**src/rtl/core/lcdn_pkg.sv**
```systemverilog
// Shared types, codes and constants for the character LCD nibble interface.
package lcdn_pkg;

  localparam int unsigned CfgIdxW = 3;
  localparam int unsigned CfgW    = 8;

  typedef enum logic [1:0] {
    FN_TICK   = 2'd0,
    FN_DATA   = 2'd1,
    FN_CMD    = 2'd2,
    FN_CURSOR = 2'd3
  } func_e;

  typedef enum logic [1:0] {
    PH_WAIT  = 2'd0,
    PH_EHIGH = 2'd1,
    PH_ELOW  = 2'd2,
    PH_IDLE  = 2'd3
  } phase_e;

  typedef enum logic [CfgIdxW-1:0] {
    CFG_POWER_UP     = 3'd0,
    CFG_FIRST_GAP    = 3'd1,
    CFG_SECOND_GAP   = 3'd2,
    CFG_ENABLE_HIGH  = 3'd3,
    CFG_ENABLE_LOW   = 3'd4,
    CFG_FUNCTION_SET = 3'd5,
    CFG_DISPLAY_CTRL = 3'd6,
    CFG_ENTRY_MODE   = 3'd7
  } cfg_idx_e;

  localparam logic [3:0] STEP_POWER_UP  = 4'd0;
  localparam logic [3:0] STEP_NIB3_A    = 4'd1;
  localparam logic [3:0] STEP_GAP_A     = 4'd2;
  localparam logic [3:0] STEP_NIB3_B    = 4'd3;
  localparam logic [3:0] STEP_GAP_B     = 4'd4;
  localparam logic [3:0] STEP_NIB3_C    = 4'd5;
  localparam logic [3:0] STEP_NIB2      = 4'd6;
  localparam logic [3:0] STEP_FUNC_SET  = 4'd7;
  localparam logic [3:0] STEP_DISP_CTRL = 4'd8;
  localparam logic [3:0] STEP_CLEAR     = 4'd9;
  localparam logic [3:0] STEP_ENTRY     = 4'd10;
  localparam logic [3:0] STEP_DONE      = 4'd11;

  localparam logic [3:0] NIBBLE_INIT  = 4'h3;
  localparam logic [3:0] NIBBLE_4BIT  = 4'h2;
  localparam logic [7:0] CMD_CLEAR    = 8'h01;
  localparam logic [7:0] CMD_DDRAM    = 8'h80;
  localparam logic [7:0] TICK_MAX     = 8'hFF;

  localparam logic [7:0] RST_POWER_UP     = 8'd20;
  localparam logic [7:0] RST_FIRST_GAP    = 8'd5;
  localparam logic [7:0] RST_SECOND_GAP   = 8'd1;
  localparam logic [7:0] RST_ENABLE_HIGH  = 8'd1;
  localparam logic [7:0] RST_ENABLE_LOW   = 8'd1;
  localparam logic [7:0] RST_FUNCTION_SET = 8'h28;
  localparam logic [7:0] RST_DISPLAY_CTRL = 8'h0C;
  localparam logic [7:0] RST_ENTRY_MODE   = 8'h06;

  typedef struct packed {
    logic [7:0] power_up_ticks;
    logic [7:0] first_gap_ticks;
    logic [7:0] second_gap_ticks;
    logic [7:0] enable_high_ticks;
    logic [7:0] enable_low_ticks;
    logic [7:0] function_set_command;
    logic [7:0] display_control_command;
    logic [7:0] entry_mode_command;
  } cfg_t;

  typedef struct packed {
    logic [1:0] func;
    logic [7:0] data_byte;
    logic       cursor_row;
    logic [5:0] cursor_col;
  } item_t;

  typedef struct packed {
    logic       pin_rs;
    logic       pin_enable;
    logic [3:0] pin_data;
    logic       ready_res;
    logic       rejected;
  } res_t;

endpackage

```
**src/rtl/core/lcdn_cfg_regs.sv**
```systemverilog
// Configuration register file for timing lengths and init commands.
module lcdn_cfg_regs (
  input  logic                         clk_i,
  input  logic                         rst_ni,
  input  logic                         cfg_we_i,
  input  logic [lcdn_pkg::CfgIdxW-1:0] cfg_index_i,
  input  logic [lcdn_pkg::CfgW-1:0]    cfg_wdata_i,
  output lcdn_pkg::cfg_t               cfg_o
);
  import lcdn_pkg::*;

  cfg_t cfg_q;
  cfg_t cfg_d;

  always_comb begin
    cfg_d = cfg_q;
    if (cfg_we_i) begin
      unique case (cfg_idx_e'(cfg_index_i))
        CFG_POWER_UP:     cfg_d.power_up_ticks          = cfg_wdata_i;
        CFG_FIRST_GAP:    cfg_d.first_gap_ticks         = cfg_wdata_i;
        CFG_SECOND_GAP:   cfg_d.second_gap_ticks        = cfg_wdata_i;
        CFG_ENABLE_HIGH:  cfg_d.enable_high_ticks       = cfg_wdata_i;
        CFG_ENABLE_LOW:   cfg_d.enable_low_ticks        = cfg_wdata_i;
        CFG_FUNCTION_SET: cfg_d.function_set_command    = cfg_wdata_i;
        CFG_DISPLAY_CTRL: cfg_d.display_control_command = cfg_wdata_i;
        CFG_ENTRY_MODE:   cfg_d.entry_mode_command      = cfg_wdata_i;
        default:          cfg_d = cfg_q;
      endcase
    end
  end

  always_ff @(posedge clk_i or negedge rst_ni) begin
    if (!rst_ni) begin
      cfg_q.power_up_ticks          <= RST_POWER_UP;
      cfg_q.first_gap_ticks         <= RST_FIRST_GAP;
      cfg_q.second_gap_ticks        <= RST_SECOND_GAP;
      cfg_q.enable_high_ticks       <= RST_ENABLE_HIGH;
      cfg_q.enable_low_ticks        <= RST_ENABLE_LOW;
      cfg_q.function_set_command    <= RST_FUNCTION_SET;
      cfg_q.display_control_command <= RST_DISPLAY_CTRL;
      cfg_q.entry_mode_command      <= RST_ENTRY_MODE;
    end else begin
      cfg_q <= cfg_d;
    end
  end

  assign cfg_o = cfg_q;

endmodule

```
**src/rtl/core/lcdn_ctrl.sv**
```systemverilog
// Sequencer state and the single-pass update applied for each request.
module lcdn_ctrl (
  input  logic            clk_i,
  input  logic            rst_ni,
  input  logic            step_i,
  input  lcdn_pkg::item_t item_i,
  input  lcdn_pkg::cfg_t  cfg_i,
  output lcdn_pkg::res_t  res_o
);
  import lcdn_pkg::*;

  phase_e     phase_q, phase_d;
  logic [3:0] step_q, step_d;
  logic [7:0] tick_q, tick_d;
  logic [7:0] pending_q, pending_d;
  logic       low_next_q, low_next_d;
  logic       rs_q, rs_d;
  logic       en_q, en_d;
  logic [3:0] data_q, data_d;

  logic [7:0] phase_len;
  logic [7:0] tick_inc;
  logic [3:0] step_n;
  logic       unit_go;
  logic       byte_go;
  logic [7:0] byte_val;
  logic       nib_go;
  logic [3:0] nib_val;
  logic       rej;

  always_comb begin
    priority if (phase_q == PH_EHIGH) begin
      phase_len = cfg_i.enable_high_ticks;
    end else if (phase_q == PH_ELOW) begin
      phase_len = cfg_i.enable_low_ticks;
    end else if (step_q == STEP_POWER_UP) begin
      phase_len = cfg_i.power_up_ticks;
    end else if (step_q == STEP_GAP_A) begin
      phase_len = cfg_i.first_gap_ticks;
    end else begin
      phase_len = cfg_i.second_gap_ticks;
    end
  end

  assign tick_inc = (tick_q != TICK_MAX) ? tick_q + 8'd1 : tick_q;
  assign step_n   = step_q + 4'd1;

  always_comb begin
    phase_d    = phase_q;
    step_d     = step_q;
    tick_d     = tick_q;
    pending_d  = pending_q;
    low_next_d = low_next_q;
    rs_d       = rs_q;
    en_d       = en_q;
    data_d     = data_q;
    unit_go    = 1'b0;
    byte_go    = 1'b0;
    byte_val   = pending_q;
    nib_go     = 1'b0;
    nib_val    = data_q;
    rej        = 1'b0;

    if (func_e'(item_i.func) == FN_TICK) begin
      if (phase_q != PH_IDLE) begin
        tick_d = tick_inc;
        if (tick_inc >= phase_len) begin
          unique case (phase_q)
            PH_EHIGH: begin
              en_d    = 1'b0;
              phase_d = PH_ELOW;
              tick_d  = '0;
            end
            PH_ELOW: begin
              if (low_next_q) begin
                low_next_d = 1'b0;
                nib_go     = 1'b1;
                nib_val    = pending_q[3:0];
              end else begin
                unit_go = 1'b1;
              end
            end
            default: unit_go = 1'b1;
          endcase
        end
      end
    end else if (phase_q != PH_IDLE) begin
      rej = 1'b1;
    end else begin
      byte_go = 1'b1;
      unique case (func_e'(item_i.func))
        FN_DATA: begin
          rs_d     = 1'b1;
          byte_val = item_i.data_byte;
        end
        FN_CMD: begin
          rs_d     = 1'b0;
          byte_val = item_i.data_byte;
        end
        default: begin
          rs_d     = 1'b0;
          byte_val = CMD_DDRAM | {1'b0, item_i.cursor_row, item_i.cursor_col};
        end
      endcase
    end

    if (unit_go) begin
      if (step_q < STEP_DONE) begin
        step_d = step_n;
        rs_d   = 1'b0;
        unique case (step_n)
          STEP_NIB3_A, STEP_NIB3_B, STEP_NIB3_C: begin
            nib_go  = 1'b1;
            nib_val = NIBBLE_INIT;
          end
          STEP_GAP_A, STEP_GAP_B: begin
            en_d    = 1'b0;
            phase_d = PH_WAIT;
            tick_d  = '0;
          end
          STEP_NIB2: begin
            nib_go  = 1'b1;
            nib_val = NIBBLE_4BIT;
          end
          STEP_FUNC_SET: begin
            byte_go  = 1'b1;
            byte_val = cfg_i.function_set_command;
          end
          STEP_DISP_CTRL: begin
            byte_go  = 1'b1;
            byte_val = cfg_i.display_control_command;
          end
          STEP_CLEAR: begin
            byte_go  = 1'b1;
            byte_val = CMD_CLEAR;
          end
          STEP_ENTRY: begin
            byte_go  = 1'b1;
            byte_val = cfg_i.entry_mode_command;
          end
          default: begin
            phase_d = PH_IDLE;
            tick_d  = '0;
          end
        endcase
      end else begin
        phase_d = PH_IDLE;
        tick_d  = '0;
      end
    end

    if (byte_go) begin
      pending_d  = byte_val;
      low_next_d = 1'b1;
      nib_go     = 1'b1;
      nib_val    = byte_val[7:4];
    end

    if (nib_go) begin
      data_d  = nib_val;
      en_d    = 1'b1;
      phase_d = PH_EHIGH;
      tick_d  = '0;
    end
  end

  always_ff @(posedge clk_i or negedge rst_ni) begin
    if (!rst_ni) begin
      phase_q    <= PH_WAIT;
      step_q     <= STEP_POWER_UP;
      tick_q     <= '0;
      pending_q  <= '0;
      low_next_q <= 1'b0;
      rs_q       <= 1'b0;
      en_q       <= 1'b0;
      data_q     <= '0;
    end else if (step_i) begin
      phase_q    <= phase_d;
      step_q     <= step_d;
      tick_q     <= tick_d;
      pending_q  <= pending_d;
      low_next_q <= low_next_d;
      rs_q       <= rs_d;
      en_q       <= en_d;
      data_q     <= data_d;
    end
  end

  always_comb begin
    res_o.pin_rs     = rs_d;
    res_o.pin_enable = en_d;
    res_o.pin_data   = data_d;
    res_o.ready_res  = (phase_d == PH_IDLE);
    res_o.rejected   = rej;
  end

endmodule

```
**src/rtl/core/char_lcd_nibble_interface.sv**
```systemverilog
// Top level of the character LCD nibble interface with request and result registers.
//
//   Channel  Direction  Handshake               Payload
//   in       input      in_valid_i / in_stall_o   func, data_byte, cursor_row, cursor_col
//   out      output     out_valid_o / out_stall_i pin_rs, pin_enable, pin_data, ready_res,
//                                                 rejected
//   cfg      input      cfg_we_i                 cfg_index_i, cfg_wdata_i
//
// A request is taken every cycle while in_stall_o is low; its result reaches the outputs
// when the result register takes it from the request register.
// Reset clears the sequencer to the power-up wait and loads default register values.
// A stall on the output holds a full result register and, once the request register is
// also full, raises in_stall_o in the same cycle.
module char_lcd_nibble_interface (
  input  logic                         clk_i,
  input  logic                         rst_ni,
  input  logic                         in_valid_i,
  output logic                         in_stall_o,
  input  logic [1:0]                   in_func_i,
  input  logic [7:0]                   in_data_byte_i,
  input  logic                         in_cursor_row_i,
  input  logic [5:0]                   in_cursor_col_i,
  output logic                         out_valid_o,
  input  logic                         out_stall_i,
  output logic                         out_pin_rs_o,
  output logic                         out_pin_enable_o,
  output logic [3:0]                   out_pin_data_o,
  output logic                         out_ready_res_o,
  output logic                         out_rejected_o,
  input  logic                         cfg_we_i,
  input  logic [lcdn_pkg::CfgIdxW-1:0] cfg_index_i,
  input  logic [lcdn_pkg::CfgW-1:0]    cfg_wdata_i
);
  import lcdn_pkg::*;

  cfg_t  cfg;
  item_t req_q;
  logic  req_valid_q;
  res_t  res_d;
  res_t  res_q;
  logic  res_valid_q;
  logic  res_adv;
  logic  req_take;
  logic  step;

  assign res_adv    = !res_valid_q || !out_stall_i;
  assign step       = req_valid_q && res_adv;
  assign in_stall_o = req_valid_q && !res_adv;
  assign req_take   = in_valid_i && !in_stall_o;

  lcdn_cfg_regs u_cfg (
    .clk_i       (clk_i),
    .rst_ni      (rst_ni),
    .cfg_we_i    (cfg_we_i),
    .cfg_index_i (cfg_index_i),
    .cfg_wdata_i (cfg_wdata_i),
    .cfg_o       (cfg)
  );

  lcdn_ctrl u_ctrl (
    .clk_i  (clk_i),
    .rst_ni (rst_ni),
    .step_i (step),
    .item_i (req_q),
    .cfg_i  (cfg),
    .res_o  (res_d)
  );

  always_ff @(posedge clk_i or negedge rst_ni) begin
    if (!rst_ni) begin
      req_valid_q <= 1'b0;
      res_valid_q <= 1'b0;
    end else begin
      if (req_take) begin
        req_valid_q <= 1'b1;
      end else if (step) begin
        req_valid_q <= 1'b0;
      end
      if (res_adv) begin
        res_valid_q <= req_valid_q;
      end
    end
  end

  always_ff @(posedge clk_i) begin
    if (req_take) begin
      req_q.func       <= in_func_i;
      req_q.data_byte  <= in_data_byte_i;
      req_q.cursor_row <= in_cursor_row_i;
      req_q.cursor_col <= in_cursor_col_i;
    end
    if (step) begin
      res_q <= res_d;
    end
  end

  assign out_valid_o      = res_valid_q;
  assign out_pin_rs_o     = res_q.pin_rs;
  assign out_pin_enable_o = res_q.pin_enable;
  assign out_pin_data_o   = res_q.pin_data;
  assign out_ready_res_o  = res_q.ready_res;
  assign out_rejected_o   = res_q.rejected;

  a_reject_not_ready : assert property (@(posedge clk_i) disable iff (!rst_ni)
    out_valid_o && out_rejected_o |-> !out_ready_res_o)
    else $error("Rejected request reported with the controller ready.");

  a_idle_enable_low : assert property (@(posedge clk_i) disable iff (!rst_ni)
    out_valid_o && out_ready_res_o |-> !out_pin_enable_o)
    else $error("Enable line high while the controller reports ready.");

  a_no_stall_free_out : assert property (@(posedge clk_i) disable iff (!rst_ni)
    !out_stall_i |-> !in_stall_o)
    else $error("Input stalled although the result register can advance.");

  a_result_follows_step : assert property (@(posedge clk_i) disable iff (!rst_ni)
    step |=> out_valid_o)
    else $error("Processed request produced no result.");

endmodule
```
**config.mk**
```make
export PLATFORM = sky130hd
export DESIGN_NAME = char_lcd_nibble_interface
export DESIGN_NICKNAME = d
export VERILOG_FILES = /design/src/rtl/core/lcdn_pkg.sv /design/src/rtl/core/lcdn_cfg_regs.sv /design/src/rtl/core/lcdn_ctrl.sv /design/src/rtl/core/char_lcd_nibble_interface.sv
export SDC_FILE = /design/constraint.sdc
export NUM_CORES = 1
export LEC_CHECK = 0
export BUFFER_PORTS_ARGS = -buffer_cell sky130_fd_sc_hd__buf_2
export CAP_MARGIN = 20
export CORE_MARGIN = 2
export CORE_UTILIZATION = 50
export DETAILED_ROUTE_END_ITERATION = 8
export PLACE_DENSITY = 0.7
export REMOVE_ABC_BUFFERS = 1
export SLEW_MARGIN = 20
export SYNTH_ARGS = -nofsm -noshare
export SYNTH_HDL_FRONTEND = slang
export SYNTH_SLANG_ARGS = --single-unit
export TNS_END_PERCENT = 1
```
**constraint.sdc**
```tcl
create_clock -name clk_i -period 3.97 [get_ports clk_i]
set_input_delay 0.397 -clock clk_i [delete_from_list [all_inputs] [get_ports clk_i]]
set_output_delay 0.397 -clock clk_i [all_outputs]
set_load 0.1 [all_outputs]
```
After elaboration in Yosys (flattened, before gate mapping)

Cells that the tools add are included.

Register bits after elaboration: 120
Input port bits: 33
Output and inout bits: 10
Logic and storage cells: 166

$add $sub $neg: 2
$lt $le $gt $ge: 2
Equal/unequal tests: 25
Mux-type cells: 77
Reduce and logical (&&, ||, !) cells: 33

Operator list:

| kind                                          | number |
|---|---|
| two-way mux 8 bit                             | 18 |
| two-way mux 1 bit                             | 39 |
| two-way mux 4 bit                             | 9 |
| one-hot mux 8 bit (4 select lines)            | 1 |
| AND reduction 2 bit                           | 9 |
| == test 4 x 3 -> 1 bit, second input constant | 4 |
| two-way mux 2 bit                             | 7 |
| == test 3 bit, second input constant          | 4 |
| == test 4 x 2 -> 1 bit, second input constant | 3 |
| == test 4 bit, second input constant          | 3 |
| nonzero test 2 bit                            | 5 |
| adder 8 x 1 -> 8 bit, second input constant   | 1 |
| greater-or-equal comparator 8 bit             | 1 |
| != test 8 bit, second input constant          | 1 |
| one-hot mux 4 bit (2 select lines)            | 1 |
| OR reduction 4 bit                            | 2 |
| OR reduction 8 bit                            | 1 |
| == test 2 bit, second input constant          | 3 |
| == test 3 x 2 -> 1 bit, second input constant | 2 |
| AND reduction 5 bit                           | 1 |
| adder 4 x 1 -> 4 bit, second input constant   | 1 |
| == test 2 x 1 -> 1 bit, second input constant | 2 |
| == test 4 x 1 -> 1 bit, second input constant | 1 |
| zero test 1 bit                               | 4 |
| 13 further kinds                              | 16 |

Depth between registers and ports, before layout

Gate-level depths: netlist of the first run.

Word-level depth: 15
Depth in mapped cells: 16
Gate-level depth less buffers: 14

By module

A second synthesis of the first run with hierarchy kept.

Cells, all modules: 504
Area total of the unflattened synthesis: 6228.5 um^2

Modules (own cells, without submodules):

| module                    | instances | cells an instance | area each (um^2) | sequential area each (um^2) |
|---|---|---|---|---|
| lcdn_ctrl                 | 1         | 328               | 2916.5           | 625.6 |
| lcdn_cfg_regs             | 1         | 143               | 2468.6           | 1617.8 |
| char_lcd_nibble_interface | 1         | 33                | 843.3            | 800.8 |

Least setup slack after synthesis of the first run

OpenSTA, ideal clock, no wires.

Path type: reg2reg
From: reg u_ctrl.step_q[0]
To: reg res_q (netlist bit out_pin_data_o[0]) (data pin)
Library setup time: 0.266 ns
Data arrival time: 3.618 ns
Required time: 3.704 ns
Slack: 0.087 ns
Stages on the path, launching flop included: 16
Buffers on the path: 1
Period minus slack after synthesis: 3.883 ns
Cells stage by stage: dfrtp_1 -> inv_1 -> ha_1 -> nor3b_1 -> buf_1 -> mux2i_1 -> o21ai_0 -> mux2_2 -> mux2i_1 -> ha_1 -> a211oi_1 -> o21ba_2 -> nor2_1 -> or4_1 -> a221oi_1 -> nor2_1

RTL lines:

| element                | RTL line                        | source |
|---|---|---|
| start, declared        | lcdn_ctrl.sv:13                 | `logic [3:0] step_q, step_d;` |
| start signal, assigned | lcdn_ctrl.sv:179                | `step_q <= step_d;` |
| end signal, assigned   | char_lcd_nibble_interface.sv:93 | `res_q <= res_d;` |
| end, declared          | char_lcd_nibble_interface.sv:40 | `res_t res_q;` |

==> results of run 1 <==
cell families (layout without fill, tap and decap cells):
logic type / Yosys count / after routing / share of synthesized area (%)
muxes: 106 / 106 / 19.13
DFF: 116 / 116 / 50.05
xor gates and xnor gates: 8 / 8 / 1.152
AOI/OAI and AO/OA: 98 / 99 / 12.43
buffers and inverters: 36 / 110 / 2.613
adders and majority gates: 17 / 17 / 3.497
and+or+nand+nor: 127 / 127 / 11.13
layout by cell type (no fill, tap or decap), types with 11 or more instances in the layout:
cell / count
mux2_2: 81
nand2_1: 38
clkbuf_16: 18
ha_1: 17
mux2i_1: 22
nor2_1: 19
o21ai_0: 16
buf_4: 24
inv_1: 11
dfrtp_1: 78
nand3_1: 12
dfstp_2: 13
buf_2: 41
edfxtp_1: 25
metrics by stage:
stage | TNS (ns) | cell area, um2 | hold WS [ns] | power [mW] | cells
after floorplan | -9.045 | 5968 | 0.1014 | 2.711 | 484
after global routing | -0.03390 | 7258 | 0.1227 | 5.110 | 730
after detailed placement | -0.02565 | 6520 | 0.4786 | 3.110 | 693
after global placement | 0 | 6515 | 0.4726 | 3.048 | 693
after CTS | 0 | 7158 | 0.08108 | 4.712 | 725
final | 0 | 7258 | 0.06658 | 4.850 | 730
registers in the layout, indices dropped and copies added, names as in the netlist, 2 cells and up:
name,flops
u_ctrl.tick_q,8
u_ctrl.data_q,4
u_ctrl.phase_q,2
u_cfg.cfg_o,64
req_q,17
u_ctrl.step_q,4
u_ctrl.pending_q,4
out_pin_data_o,4
final timing paths:
kind | startpoint | slack, ns | end | cells past startpoint
max | u_ctrl.step_q[0] | 0.14 | out_pin_data_o[0] | 14
min | rst_ni | 0.07 | u_ctrl.tick_q[7] | 1
max reg2reg | u_ctrl.step_q[0] | 0.14 | out_pin_data_o[0] | 14
min reg2reg | req_valid_q | 0.49 | out_valid_o | 1
max in group asynchronous | rst_ni | 2.95 | u_cfg.cfg_o[24] | 2
min in group clk_i | in_data_byte_i[0] | 0.15 | req_q[7] | 1
worst register-to-register path: stages, from the launching register on:
cell       delay, ns
dfrtp_1         0.38
inv_2           0.08
ha_1            0.18
nor3b_2         0.20
buf_6           0.18
mux2i_1         0.22
o21ai_1         0.10
mux2_2          0.28
mux2i_2         0.15
ha_1            0.31
a2111oi_4       0.52
nor4_1          0.09
or4_4           0.44
a221oi_4        0.31
nor2_1          0.11
cell type report:
| class | instances | share of cell area, % |
|---|---|---|
| clock inverters | 7 | 1.258 |
| flip-flops and latches | 116 | 41.94 |
| well taps | 147 | 2.534 |
| repair buffers | 66 | 5.465 |
| inverters | 12 | 0.6206 |
| multi-input cells | 357 | 40.92 |
| clock buffers | 25 | 7.257 |
repair_timing:
item / CTS / global route
gates cloned: 0 / 1
gates resized for setup: 3 / 14
endpoints found under the hold margin: 0 / 0
pin swaps: 0 / 9
setup endpoints to repair: 2 / 27
setup buffers: 0 / 4
power by group through the flow:
stage               Sequential [mW]  Combinational [mW]  Clock [mW]
floorplan                      1.82               0.892           0
global placement               1.71                1.33           0
detailed placement             1.73                1.38           0
CTS                            1.71                1.41        1.59
global route                   1.75                1.72        1.64
finish                         1.72                1.57        1.56
routing by layer:
layer	track usage (%)	wire length [um]	up-vias
met4	8.455	308	0
met2	37.46	6856	105
met5	0	0	-
met1	29.15	6137	2191
met3	6.194	537	31
li1	-	-	2033
==> parameters.txt, run 1 <==
Parameter                              Value

Power
  Net switching power figure ... 1.591 mW
  Relative contribution of combinational cells to total power ... 32.4%
  Power density over the cells ... 668.2 nW/um2
  Leakage power ... 3.072 nW
  Peak ir drop on the vdd network ... 0.3703 mV
  Clock network fraction of total power ... 32.2%
  Switching share of power ... 32.80%
  Reg power frac ... 35.4%
  Power Internal ... 3.259 mW

Routing
  DRC viols ... 0
  First-iteration detailed-routing DRC count ... 257
  Average wire per cell in the routed design ... 18.96 um
  Number of vias per cell ... 5.973
  Detailed-routing iteration count for the pre-antenna-repair pass ... 8
  Via total after detailed routing ... 4360
  Post-detailed-route count of antenna-violating nets ... 0
  Detailed-route wire length ... 13840 um

Floorplanning
  Total number of placement rows ... 40
  Area of the core ... 11960 um2
  Initial core utilization ... 50.85%
  Die extent in y ... 114.3 um
  # IOs ... 43
  Overall die area ... 13060 um2
  Die boundary width ... 114.3 um

Critical path
  Buffers & Inverters on Critical Path ... 2
  Delay contributed by the slowest stage of the critical path ... 0.51 ns
  Most frequent CP cell ... ha_1
  Critical Path Fanout Max ... 8
  Cell-by-cell trace of the critical path ... inv_2 -> ha_1 -> nor3b_2 -> buf_6 -> mux2i_1 -> o21ai_1 -> mux2_2 -> mux2i_2 -> ha_1 -> a2111oi_4 -> nor4_1 -> or4_4 -> a221oi_4 -> nor2_1
  Slowest library cell on the worst path ... a2111oi_4
  Family with the most delay on the worst path ... compound AO/OA/AOI/OAI gates
  Category of the critical setup timing path ... register to register
  Required time of the critical path ... 4.13 ns
  CP Capture Type ... register
  Critical path startpoint category ... register
  Critical path data arrival time ... 3.99 ns

Clocking
  Clock sinks ... 116
  Clk_lat worst skew ... 0.42 ns
  Clock Path Buffers ... 2
  CTS Hold Buffers Added ... 0
  CTS tree ... done
  Cell chosen for the clock root ... clkbuf_16
  Depth of the CTS H-tree ... 4
  Clk slew on worst S/H paths ... 0.05 ns
  Num CTS Buffers ... 17

Timing
  Final max-slew violation count ... 0
  Transition time at the pin with the least slew margin ... 0.9650 ns
  Endpoints failing setup ... 0
  Final Hold Fails ... 0
  Skew final ... 0.007857 ns
  Max-slew headroom at the worst pin ... 35.38%
  Min cycle time layout ... 3.829 ns
  Final setup slack of the worst path ... 0.1409 ns
  Max Clock Freq ... 261.2 MHz
  Post-route fraction of the period consumed by the critical path ... 96.45%

GRT
  GR Overflow Total ... 0
  Largest net degree at the start of global routing ... 61
  Via count of the first global-routing pass ... 4443
  Global-route usage over all layers ... 22.83%
  Global-route wire length before repair ... 22550 um
  Initial antenna violation count ... 0

Cells and area
  Area growth from synthesis to layout ... 19.34%
  Share of cells above drive strength 1 ... 36.88%
  Utilization after layout ... 60.68%
  Storage element area ... 3044 um2
  Antenna diode count ... 0
  Nets ... 620
  Fillers ... 933
  Area of the multi-input gates ... 2970 um2

Logic synthesis
  Share of flip-flops with an asynchronous set or reset ... 78.45%
  EDFF count, synth ... 25
  Cell taking the most area after synthesis ... dfrtp_1
  Yosys warning total ... 0
  Most common cell in the netlist ... mux2_2
  Number of register bits inferred by synthesis ... 116
  Post-synth top cells ... mux2_2 (81), dfrtp_1 (78), nand2_1 (38)
  Main synth FF type ... dfrtp_1
  Mean Syn Cell Area ... 11.97 um2
  Synth Instances ... 508
  Proportion of netlist area held by the largest area contributor ... 32.09%
  Distinct cell type count of the synthesized netlist ... 74
  Fraction of the yosys area taken by sequential cells ... 50.05%
  Cell area after technology mapping ... 6082 um2
  Main area contributors after synthesis ... dfrtp_1 (32%), mux2_2 (15%), edfxtp_1 (12%)

Worst hold path
  Type of the worst min-delay path ... primary input to async pin

Placed design
  Place WS ... -0.02565 ns
  Final estimated routing congestion in global placement ... 0.9011
  Placed wire-length estimate after detailed placement ... 9421 um
  Port Buf Inserts ... 42

Job
  Max-capacitance violation count ... 0

Outcome
  Outcome ... finished clean
Power figures use the tool's default switching activity.
==> run 2, diff against run 1 <==
SYNTH_HIERARCHICAL = 1   (was default)
==> run 2 against run 1 <==
Cell count down 0.14%. Via count decreased by 4.2%. First-iteration DRC count shrank 28%. Hold slack better by 0.0038 ns. Die area up 2.3%. Synthesized cell count fell by 0.79%. Area after synthesis rose by 2.4%. Clock power fell by 3%. Register-to-register slack improved by 0.10 ns. Non-clock buffer count decreased by 7. Combinational power rose by 6%. Highest routed layer unchanged.
==> parameters.txt, run 2 <==
Parameter                              Value

Clocking
  Num CTS Buffers ... 17 (unchanged)
  Clock Path Buffers ... 2 (unchanged)
  Clk_lat worst skew ... 0.41 ns (about the same)
  Depth of the CTS H-tree ... 4 (unchanged)
  CTS tree ... done
  Clock sinks ... 116 (unchanged)
  Total of cells resized after clock tree synthesis ... 0 (-3)
  Cell chosen for the clock root ... clkbuf_16
  Number of setup buffers added after CTS ... 0 (unchanged)
  CTS Hold Buffers Added ... 0 (unchanged)
  Clk slew on worst S/H paths ... 0.06 ns (about the same)

Power
  Net switching power figure ... 1.643 mW (+3.3%)
  Power density over the cells ... 664.5 nW/um2 (-0.55%)
  Leakage power ... 3.065 nW (-0.22%)
  Pwr Total ... 4.771 mW (-1.6%)
  Relative contribution of combinational cells to total power ... 34.9% (+2.5 points)
  Clock network fraction of total power ... 31.7% (-0.5 points)
  Switching share of power ... 34.44% (+1.6 points)
  Peak ir drop on the vdd network ... 0.5478 mV (+48%)
  Power Internal ... 3.128 mW (-4.0%)
  Reg power frac ... 33.4% (-2.0 points)

Routing
  Routed wl met2 ... 6200 um (-9.6%)
  Detailed-routing iteration count for the pre-antenna-repair pass ... 4 (-4)
  Average wire per cell in the routed design ... 18.26 um (-3.7%)
  Metal1 wirelength ... 6352 um (+3.5%)
  DRC viols ... 0 (unchanged)
  Via total after detailed routing ... 4176 (-4.2%)
  Detailed-route wire length ... 13310 um (-3.8%)
  Number of vias per cell ... 5.728 (-4.1%)
  Routed wire length on met3 ... 550 um (+2.4%)
  Top layer reached by signal wires ... met4
  Post-detailed-route count of antenna-violating nets ... 0 (unchanged)
  First-iteration detailed-routing DRC count ... 184 (-28%)

Cells and area
  Max reg flops ... 64 (unchanged)
  Antenna diode count ... 0 (unchanged)
  Nets ... 599 (-3.4%)
  Most common cell after layout, fill and taps aside ... mux2_2
  Area growth from synthesis to layout ... 15.27%
  Most frequent cells in the layout ... mux2_2 (79), dfrtp_1 (78), buf_2 (41)
  Share of cells above drive strength 1 ... 37.61% (+0.73 points)

Timing
  Min cycle time layout ... 3.725 ns (-0.1036 ns)
  Endpoints failing setup ... 0 (unchanged)
  Final Hold Fails ... 0 (unchanged)
  Final max-slew violation count ... 0 (unchanged)
  Final setup slack of the worst path ... 0.2445 ns (+0.1036 ns)
  Transition time at the pin with the least slew margin ... 0.8578 ns (-0.1072 ns)
  Post-Route Hold Slack ... 0.07038 ns (+0.003797 ns)
  Max Clock Freq ... 268.4 MHz (+2.8%)
  Max-slew headroom at the worst pin ... 42.81% (+7.4 points)
  RSZ-0062 raised after global routing ... true
  Post-route fraction of the period consumed by the critical path ... 93.84% (-2.6 points)
  Setup TNS Final ... 0 ns (unchanged)
  Skew final ... 0.009580 ns (+0.001723 ns)

Floorplanning
  Die extent in y ... 115.6 um (+1.2%)
  Overall die area ... 13370 um2 (+2.3%)
  Total number of placement rows ... 40 (unchanged)
  Initial core utilization ... 51.64% (+0.79 points)
  Die boundary width ... 115.6 um (+1.2%)
  # IOs ... 43 (unchanged)
  Area of the core ... 12060 um2 (+0.84%)

Critical path
  CP Capture Type ... register
  Required time of the critical path ... 4.27 ns (+0.14 ns)
  Category of the critical setup timing path ... register to register
  Critical path startpoint category ... register
  Critical path data arrival time ... 4.02 ns (+0.03 ns)
  Critical Path Fanout Max ... 16 (+8)

Outcome
  Outcome ... finished clean

Logic synthesis
  Most common cell in the netlist ... mux2_2
  Cell taking the most area after synthesis ... dfrtp_1
  Synth Instances ... 504 (-0.79%)
  EDFF count, synth ... 25 (unchanged)
  Main area contributors after synthesis ... dfrtp_1 (31%), mux2_2 (14%), edfxtp_1 (12%)
  Proportion of netlist area held by the largest area contributor ... 31.34% (-0.75 points)
  Fraction of the yosys area taken by sequential cells ... 48.88% (-1.2 points)
  Mean Syn Cell Area ... 12.36 um2 (+3.2%)
  Main synth FF type ... dfrtp_1
  Distinct cell type count of the synthesized netlist ... 70 (-5.4%)
  Number of register bits inferred by synthesis ... 116 (unchanged)
  Yosys warning total ... 6 (+6)
  Cell area after technology mapping ... 6228 um2 (+2.4%)
  Post-synth top cells ... mux2_2 (79), dfrtp_1 (78), nand2_1 (34)
  Share of flip-flops with an asynchronous set or reset ... 78.45% (unchanged)

GRT
  Largest net degree at the start of global routing ... 67 (+9.8%)
  Initial antenna violation count ... 0 (unchanged)
  GR Overflow Total ... 0 (unchanged)
  Global-route wire length before repair ... 22180 um (-1.6%)
  Global-route usage over all layers ... 21.67% (-1.2 points)
  Via count of the first global-routing pass ... 4265 (-4.0%)

Placed design
  Placed wire-length estimate after detailed placement ... 9196 um (-2.4%)
  Final estimated routing congestion in global placement ... 0.8256 (-8.4%)
  Port Buf Inserts ... 42 (unchanged)
  Place WS ... 0.08858 ns (+0.1142 ns)

Worst hold path
  Type of the worst min-delay path ... primary input to async pin

Job
  Max-capacitance violation count ... 0 (unchanged)
run 2: cell families after synthesis:
kind of cell	count (synthesis)	synth area share, %
DFF	116	48.88
xor gates and xnor gates	8	1.366
AOI/OAI and AO/OA	103	13.46
adders and majority gates	18	3.616
buffers and inverters	45	3.897
muxes	107	18.94
and+or+nand+nor	107	9.844
run 2: layer usage:
metal	vias up	track usage, %
met5	-	0
met3	14	4.446
li1	1969	-
met1	2110	30.11
met4	0	8.810
met2	83	33.53
run 2: worst max-delay path: stages, from the launching register on:
cell and delay [ns]:
dfrtp_1 0.34, inv_1 0.06, buf_4 0.15, ha_1 0.18, and2_2 0.26, o21ai_0 0.35, mux2_2 0.23, mux2i_1 0.08
ha_1 0.30, nand2_1 0.04, or3_1 0.37, o221a_2 0.36, buf_4 0.20, nor2_4 0.15, and3_1 0.30, nand2_1 0.10
xnor2_1 0.14
run 2: through the flow:
| stage | cells | util, % | instance area [um2] |
|---|---|---|---|
| after detailed placement | 697 | 54.56 | 6581 |
| after CTS | 729 | 59.46 | 7172 |
| after floorplan | 470 | - | 6027 |
| after global placement | 697 | 54.56 | 6581 |
| after global routing | 729 | 59.52 | 7179 |
| final | 729 | 59.52 | 7179 |
run 2: power groups by stage:
| stage | Clock (mW) | Combinational (mW) | Sequential, mW |
|---|---|---|---|
| 2_1_floorplan | 0 | 1.12 | 1.70 |
| 5_1_grt | 1.59 | 1.85 | 1.62 |
| 3_3_place_gp | 0 | 1.60 | 1.61 |
| 6_report | 1.51 | 1.66 | 1.60 |
| 4_1_cts | 1.53 | 1.66 | 1.60 |
| 3_5_place_dp | 0 | 1.65 | 1.61 |
run 2: layout make-up:
type | instances | area, um2
fill | 956 | 4882
sequential | 116 | 3044
multi-input combinational | 343 | 2953
clock buffer | 20 | 478.0
timing repair buffer | 59 | 340.3
tap | 168 | 210.2
clock inverter | 12 | 112.6
inverter | 11 | 41.29
run 2: path summary, 6_finish.rpt:
path	start	endpoint	slack, ns	cells after the start
worst max-delay path	u_ctrl/step_q[0]	u_ctrl/step_q[2]	0.24	16
worst min-delay path	rst_ni	u_cfg/cfg_o[9]	0.07	1
worst max register to register	u_ctrl/step_q[0]	u_ctrl/step_q[2]	0.24	16
worst min register to register	u_ctrl/en_q	u_ctrl/en_q	0.49	1
max in group asynchronous	rst_ni	u_cfg/cfg_o[24]	2.94	2
min in group clk_i	in_cursor_col_i[0]	req_q[0]	0.16	1
==> run 3, diff against run 2 <==
CORE_ASPECT_RATIO = 0.7   (was default)
CORE_UTILIZATION = 40   (was 50)
PLACE_DENSITY = 0.56   (was 0.7)
clock period = 4.25 ns   (was 3.97 ns; I/O delays follow)
==> run 3 against run 2 <==
Count of clock-buffer cells in the layout increased by 2. Critical path depth decreased by 1. Via count increased by 1.1%. Sequential share of layout area decreased by 0.25 points. Maximum frequency decreased by 6.2%. Clock skew decreased by 0.00076 ns. Design area increased by 0.59%. Die area increased by 24%.
==> parameters.txt, run 3 (synthesis gave the netlist of run 2 again) <==
Parameter                              Value

Outcome
  Outcome ... finished clean

Cells and area
  Area growth from synthesis to layout ... 15.95%
  Antenna diode count ... 0 (unchanged)
  Most common cell after layout, fill and taps aside ... mux2_2
  Share of cells above drive strength 1 ... 37.16% (-0.45 points)
  Max reg flops ... 64 (unchanged)
  Most frequent cells in the layout ... mux2_2 (79), dfrtp_1 (78), buf_2 (41)
  Nets ... 595 (-0.67%)

Timing
  Min cycle time layout ... 3.970 ns (+0.2450 ns)
  Post-route fraction of the period consumed by the critical path ... 93.42% (-0.42 points)
  Setup TNS Final ... 0 ns (unchanged)
  Final Hold Fails ... 0 (unchanged)
  Max Clock Freq ... 251.9 MHz (-6.2%)
  Final setup slack of the worst path ... 0.2796 ns (+0.03502 ns)
  Endpoints failing setup ... 0 (unchanged)
  Max-slew headroom at the worst pin ... 42.28% (-0.54 points)
  Skew final ... 0.008821 ns (-0.0007591 ns)
  Transition time at the pin with the least slew margin ... 0.8659 ns (+0.008038 ns)
  RSZ-0062 raised after global routing ... false
  Final max-slew violation count ... 0 (unchanged)

Critical path
  Critical path startpoint category ... register
  Category of the critical setup timing path ... register to register
  Cell-by-cell trace of the critical path ... inv_1 -> ha_1 -> and2_2 -> mux2i_1 -> o21ai_0 -> mux2_2 -> mux2i_1 -> ha_1 -> nor2_1 -> or3_1 -> o221ai_2 -> nand3_4 -> nor3_4 -> o31a_1 -> mux2_4
  Critical Path Fanout Max ... 7 (-9)
  Critical path data arrival time ... 4.26 ns (+0.24 ns)
  Required time of the critical path ... 4.54 ns (+0.27 ns)
  Family with the most delay on the worst path ... simple AND/OR/NAND/NOR gates
  CP Capture Type ... register
  Buffers & Inverters on Critical Path ... 1 (-2)
  Slowest library cell on the worst path ... or3_1
  Worst path depth ... 15 (-1)
  Delay contributed by the slowest stage of the critical path ... 0.40 ns (+0.03 ns)
  FF-to-FF path depth ... 15 (-1)

Placed design
  Port Buf Inserts ... 42 (unchanged)
  Placed wire-length estimate after detailed placement ... 10070 um (+9.6%)
  Place WS ... 0.09971 ns (+0.01113 ns)
  Final estimated routing congestion in global placement ... 0.7843 (-5.0%)

Floorplanning
  Die boundary width ... 153.1 um (+32%)
  Initial core utilization ... 40.56% (-11 points)
  Die extent in y ... 108.4 um (-6.2%)
  # IOs ... 43 (unchanged)
  Area of the core ... 15360 um2 (+27%)
  Total number of placement rows ... 38 (-5.0%)
  Overall die area ... 16600 um2 (+24%)

Routing
  Average wire per cell in the routed design ... 18.73 um (+2.6%)
  Number of vias per cell ... 5.577 (-2.6%)
  Post-detailed-route count of antenna-violating nets ... 0 (unchanged)
  DRC viols ... 0 (unchanged)
  Detailed-route wire length ... 14180 um (+6.5%)
  Detailed-routing iteration count for the pre-antenna-repair pass ... 5 (+1)
  Via total after detailed routing ... 4222 (+1.1%)
  First-iteration detailed-routing DRC count ... 255 (+39%)

GRT
  GR Overflow Total ... 0 (unchanged)
  Via count of the first global-routing pass ... 4217 (-1.1%)
  Initial antenna violation count ... 0 (unchanged)
  Largest net degree at the start of global routing ... 69 (+3.0%)
  Global-route wire length before repair ... 23420 um (+5.6%)
  Global-route usage over all layers ... 18.37% (-3.3 points)

Worst hold path
  Type of the worst min-delay path ... primary input to async pin

Power
  Leakage power ... 3.060 nW (-0.19%)
  Power density over the cells ... 628.5 nW/um2 (-5.4%)
  Peak ir drop on the vdd network ... 0.3092 mV (-44%)

Clocking
  Clk slew on worst S/H paths ... 0.06 ns (about the same)
  Clock Path Buffers ... 2 (unchanged)
  Clock sinks ... 116 (unchanged)
  CTS Hold Buffers Added ... 0 (unchanged)
  Depth of the CTS H-tree ... 4 (unchanged)
  Cell chosen for the clock root ... clkbuf_16
  Num CTS Buffers ... 17 (unchanged)
  CTS tree ... done
  Clk_lat worst skew ... 0.41 ns (about the same)

Job
  Max-capacitance violation count ... 0 (unchanged)
## run 3: metrics by stage
| stage | instances | power, mW | hold WS (ns) | area (um2) | util (%) |
|---|---|---|---|---|---|
| 2_1_floorplan | 470 | 2.638 | 0.1294 | 6027 | - |
| 3_3_place_gp | 725 | 3.023 | 0.4621 | 6591 | 42.92 |
| 3_5_place_dp | 725 | 3.066 | 0.4690 | 6591 | 42.92 |
| 4_1_cts | 757 | 4.558 | 0.1635 | 7204 | 46.91 |
| 5_1_grt | 757 | 4.809 | 0.1785 | 7222 | 47.03 |
| 6_report | 757 | 4.539 | 0.1222 | 7222 | 47.03 |
## run 3: final cells by class
cell class                      instances  area [um2]
Timing Repair Buffer                   55       310.3
Tap cell                              200       250.2
Clock buffer                           22       496.7
Sequential cell                       116        3044
Clock inverter                         10       116.4
Fill cell                            1409        8135
Multi-Input combinational cell        343        2963
Inverter                               11       41.29
## run 3: per-layer routing
metal	vias up	global-route usage (%)	share of wire (%)
li1	1961	-	-
met1	2144	28.06	53
met2	103	25.92	42
met3	14	4.168	4.6
met4	0	5.159	0.94
met5	-	0	0
## run 3: where the power goes
group	total [mW]	internal (mW)	switching (mW)
Clock	1.46	0.951	0.513
Sequential	1.49	1.37	0.121
Combinational	1.58	0.661	0.922
Total	4.54	2.98	1.56
## run 3: repair_timing
item / CTS / global route
setup buffers: 0 / 0
setup endpoints to repair: 0 / 16
resized for setup: 0 / 7
## run 3: worst paths after layout
check | to | start | slack, ns
max | u_ctrl/data_q[0] | u_ctrl/step_q[0] | 0.28
min | u_cfg/cfg_o[9] | rst_ni | 0.12
max reg2reg | u_ctrl/data_q[0] | u_ctrl/step_q[0] | 0.28
min reg2reg | u_ctrl/en_q | u_ctrl/en_q | 0.48
max in group asynchronous | u_cfg/cfg_o[19] | rst_ni | 3.22
min in group clk_i | req_q[13] | in_data_byte_i[6] | 0.19
## run 3: worst register-to-register path, stage by stage (launching register included)
cell and delay (ns):
dfrtp_1 0.37, inv_1 0.16, ha_1 0.16, and2_2 0.27, mux2i_1 0.22, o21ai_0 0.15, mux2_2 0.30, mux2i_1 0.20
ha_1 0.22, nor2_1 0.04, or3_1 0.40, o221ai_2 0.31, nand3_4 0.18, nor3_4 0.35, o31a_1 0.21, mux2_4 0.30
